===== config.mk =====
export PLATFORM = sky130hd
export DESIGN_NAME = bisc_ctrl
export DESIGN_NICKNAME = d
export VERILOG_FILES = /design/src/sv/bisc_pkg.sv /design/src/sv/bisc_ctrl.sv
export SDC_FILE = /design/constraint.sdc
export NUM_CORES = 1
export LEC_CHECK = 0
export ABC_CLOCK_PERIOD_IN_PS = 1600
export BUFFER_PORTS_ARGS = -buffer_cell sky130_fd_sc_hd__buf_2
export CAP_MARGIN = 20
export CORE_AREA = 2 2 39 41
export CTS_BUF_LIST = sky130_fd_sc_hd__clkbuf_4
export CTS_CLUSTER_SIZE = 8
export DETAILED_ROUTE_END_ITERATION = 16
export DIE_AREA = 0 0 41 43
export PLACE_DENSITY = 0.63
export SLEW_MARGIN = 40
export SYNTH_ARGS = -nofsm -noshare
export SYNTH_HDL_FRONTEND = slang
export SYNTH_SLANG_ARGS = --single-unit

===== constraint.sdc =====
create_clock -name i_clk -period 1.6 [get_ports i_clk]
set_input_delay 0 -clock i_clk [delete_from_list [all_inputs] [get_ports i_clk]]
set_output_delay 0 -clock i_clk [all_outputs]
set_load 0.05 [all_outputs]

===== src/sv/bisc_pkg.sv =====
package bisc_pkg;

    localparam int FRAC_BITS = 8;
    localparam int SRC_BITS  = 9;
    localparam int DST_BITS  = 13;
    localparam int POS_BITS  = 12;
    localparam int CFG_BITS  = 13;
    localparam int IDX_BITS  = 2;
    localparam int ADDR_W    = 16;
    localparam int MEM_DEPTH = 1 << ADDR_W;
    localparam int MAX_WIDTH  = 256;
    localparam int MAX_HEIGHT = 256;
    localparam int DST_MAX    = 4096;
    localparam int COORD_W   = 8;
    localparam int NUM_W     = 22 + FRAC_BITS;
    localparam int DEN_W     = DST_BITS + 1;
    localparam int QUOT_W    = SRC_BITS + FRAC_BITS;
    localparam int CNT_W     = $clog2(NUM_W);
    localparam int TOP_W     = 8 + FRAC_BITS;
    localparam int MIX_W     = TOP_W + FRAC_BITS + 1;

    localparam logic [IDX_BITS-1:0] CFG_SRC_W = 2'd0;
    localparam logic [IDX_BITS-1:0] CFG_SRC_H = 2'd1;
    localparam logic [IDX_BITS-1:0] CFG_DST_W = 2'd2;
    localparam logic [IDX_BITS-1:0] CFG_DST_H = 2'd3;

    typedef enum logic [3:0] {
        ST_IDLE, ST_DIV, ST_ADDR, ST_RD0, ST_RD1, ST_RD2, ST_RD3,
        ST_CAP, ST_MIX1, ST_MIX2, ST_OUT
    } t_state;

    typedef struct packed {
        logic       load;
        logic       start;
        logic       addr_en;
        logic       rd_en;
        logic [1:0] rd_sel;
        logic       shift;
        logic       mix1;
        logic       mix2;
        logic       emit;
    } t_cmd;

    typedef struct packed {
        logic div_done;
        logic out_full;
    } t_sts;

endpackage


===== src/sv/bisc_ctrl.sv =====
module bisc_ctrl (
    input  logic           i_clk,
    input  logic           i_rst_n,
    input  logic           i_in_valid,
    input  logic           i_kind,
    input  bisc_pkg::t_sts i_sts,
    output logic           o_in_ready,
    output bisc_pkg::t_cmd o_cmd
);
    import bisc_pkg::*;

    t_state r_state, n_state;

    always_ff @(posedge i_clk) begin
        if (!i_rst_n) begin
            r_state <= ST_IDLE;
        end else begin
            r_state <= n_state;
        end
    end

    always_comb begin
        n_state    = r_state;
        o_cmd      = '0;
        o_in_ready = 1'b0;
        case (r_state)
            ST_IDLE: begin
                o_in_ready = 1'b1;
                if (i_in_valid) begin
                    if (i_kind) begin
                        o_cmd.start = 1'b1;
                        n_state     = ST_DIV;
                    end else begin
                        o_cmd.load = 1'b1;
                    end
                end
            end
            ST_DIV: begin
                if (i_sts.div_done) begin
                    n_state = ST_ADDR;
                end
            end
            ST_ADDR: begin
                o_cmd.addr_en = 1'b1;
                n_state       = ST_RD0;
            end
            ST_RD0: begin
                o_cmd.rd_en  = 1'b1;
                o_cmd.rd_sel = 2'd0;
                n_state      = ST_RD1;
            end
            ST_RD1: begin
                o_cmd.rd_en  = 1'b1;
                o_cmd.rd_sel = 2'd1;
                o_cmd.shift  = 1'b1;
                n_state      = ST_RD2;
            end
            ST_RD2: begin
                o_cmd.rd_en  = 1'b1;
                o_cmd.rd_sel = 2'd2;
                o_cmd.shift  = 1'b1;
                n_state      = ST_RD3;
            end
            ST_RD3: begin
                o_cmd.rd_en  = 1'b1;
                o_cmd.rd_sel = 2'd3;
                o_cmd.shift  = 1'b1;
                n_state      = ST_CAP;
            end
            ST_CAP: begin
                o_cmd.shift = 1'b1;
                n_state     = ST_MIX1;
            end
            ST_MIX1: begin
                o_cmd.mix1 = 1'b1;
                n_state    = ST_MIX2;
            end
            ST_MIX2: begin
                o_cmd.mix2 = 1'b1;
                n_state    = ST_OUT;
            end
            ST_OUT: begin
                if (!i_sts.out_full) begin
                    o_cmd.emit = 1'b1;
                    n_state    = ST_IDLE;
                end
            end
            default: begin
                n_state = ST_IDLE;
            end
        endcase
    end

endmodule


==> metrics.txt <==
CTS tree done; CP startpoint kind flip-flop; sequential element share of the synthesized area 22.1%; Cell Area, Synth 363 sq um; die area 0.00176 sq mm; H-tree depth 1; run status completed; Antenna Cells 0; Slew Viols, Final 0; Final Non-Filler Cells 73; yosys warns 0; Worst Path Max Fanout 10; worst reg2reg path depth 3; WP data required 1.60 ns; Max Cap Viol 0; Max Clock Skew 0.00449 ns; setup bufs post-CTS 0; initial antenna violation count 0; most frequent cells in the layout buf_2, nor2_1, clkbuf_4, dfxtp_2; largest net degree at the start of global routing 16; Hold Path Class in -> reg; crit path time final 1.48 ns; Fin Hold WS 0.140 ns; Worst Path Arrival 1.48 ns; Post-Route WL 796 um; CP Class reg -> out; final setup fails 0; asr flop ratio synth 0%; Root Driver clkbuf_4; setup TNS 0 ns; Avg Vias per Cell 4.81; ANT nets after route 0; post-synthesis xor/xnor area fraction 2.41%; Setup WS post-layout 0.121 ns; # rows 14; Layout Nets 65; Power Density 2360 mW/mm^2; number of distinct library cells after synthesis 29; worst r2r src r_state[2]$_SDFFE_PN0P_; DRC 0; gr ovfl total 0; EDFF count, synth 0; critical path, cell by cell a21bo_2 -> a21oi_2 -> buf_2; Die W 41 um; leakage power 0.223 nW; synthesized instance count 41; core area 0.00138 sq mm; Largest Register r_state; RSZ-0062 raised after global routing false; most common cell after layout, fill and taps aside buf_2; post-detail-place hpwl 598 um; Slowest-stage cell, CP dfxtp_1; layout cells sized above 1 59.6%; VDD IR max 637 uV; post-synthesis adder-cell area fraction 0%; Hold Crit Start i_sts[0]; dpl ws 0.174 ns; fin crit share 92.4%; Die Height 43 um; Regs by FF count r_state: 4 flops; utilization after layout 35.6%; vias in the first global route 314; worst slew pin tran 0.428 ns; Hold Vio Cnt, Final 0; simple-gate portion of the synthesized area 38.6%; Initial Utilization 26.2%; Synth Area in Compound Gates 26.2%; GP Congestion 0.762; R2R Setup Slk 0.28 ns; count of buffers inserted at the top-level ports 16; gr usage total 11.0%; mux contribution to synthesized area 0%; Slowest Stage Delay on Critical Path 0.57 ns; area delta synth->final 35.9%; dominant register cell in the synthesized netlist dfxtp_1; synthesized flop and latch total 4; initial DRC count 3; clock sink count 4; Post-Layout Inst Area 493 sq um; clock slew at reported path FFs 0.04 ns; Placed Area 457 sq um; drt first pass iters 2; Clk Latency, worst-skew pair 0.24 ns; Reg2Reg Capture Point r_state[3]$_SDFFE_PN0P_; slew margin rel. 71.4%; overall power 1.17 mW; TritonCTS buffer count 3; synthesized area per cell 8.85 sq um; # IOs 17; hold depth 3; max reg flops 4; syn nets 47; clk buf depth 2; largest family of logic cells by synthesized area simple AND/OR/NAND/NOR gates; Avg WL per Cell 10.9 um; DR vias 351; Layout fillers 149; placed cells 69; first-pass GRT wire length 1280 um; crit end category primary output; Fmax 0.676 GHz; WHS Endpoint r_state[1]$_SDFFE_PN0P_
critical path, delay by kind of cell, from the launching register on:
kind / cells / cell delay, ns
flip-flops: 1 / 0.57
buffers and inverters: 1 / 0.27
AO/OA/AOI/OAI: 2 / 0.40
how the worst max path moves through the flow:
stage / cells after the start / endpoint / slack (ns) / from
6_report: 3 / o_cmd[6] / 0.12 / r_state[2]$_SDFFE_PN0P_
5_1_grt: 3 / o_cmd[6] / 0.06 / r_state[2]$_SDFFE_PN0P_
4_1_cts: 3 / o_cmd[9] / 0.04 / r_state[1]$_SDFFE_PN0P_
3_5_place_dp: 3 / r_state[3]$_SDFFE_PN0P_ / 0.17 / r_state[0]$_SDFFE_PN0P_
3_3_place_gp: 3 / r_state[3]$_SDFFE_PN0P_ / 0.23 / r_state[0]$_SDFFE_PN0P_
2_1_floorplan: 2 / o_cmd[1] / -0.04 / r_state[0]$_SDFFE_PN0P_
power by group:
| part | switching [mW] | internal, mW | total (mW) |
|---|---|---|---|
| registers | 0.149 | 0.149 | 0.299 |
| clock network | 0.0408 | 0.0838 | 0.125 |
| logic | 0.460 | 0.282 | 0.742 |
synthesized netlist by cell type, types with 2 or more instances:
cell	count	area share (%)
dfxtp_1	4	22
buf_4	2	4.1
a21oi_1	2	2.8
and3_1	2	3.4
o21ai_0	2	2.8
nor4b_1	2	4.8
nor2b_1	2	3.4
nor2_1	3	3.1
inv_1	2	2.1
timing repair:
action	in CTS	in global routing
endpoints found under the setup margin	0	5
gates resized for setup	0	3
hold buffers	1	0
hold endpoints to repair	1	0
metal layers:
layer,global-route usage [%],wire length (um)
met4,10.0,17
met5,0,0
met2,14.4,362
met3,2.62,47
met1,14.1,369
cell type report:
class | instances | area (sq um) | share of cell area [%]
multi-input cells | 31 | 269 | 54.6
flip-flops and latches | 4 | 83.8 | 17.0
well taps | 16 | 20.0 | 4.06
inverters | 2 | 7.51 | 1.52
repair buffers | 17 | 90.1 | 18.3
clock buffers | 3 | 22.5 | 4.57
kinds of logic (layout without fill, tap and decap cells):
logic type,count (synthesis),after routing
buffers and inverters,6,22
and+or+nand+nor,19,19
DFF,4,4
xor gates and xnor gates,1,1
AOI/OAI and AO/OA,11,11
Note: power is estimated with default switching activity, not from simulation.
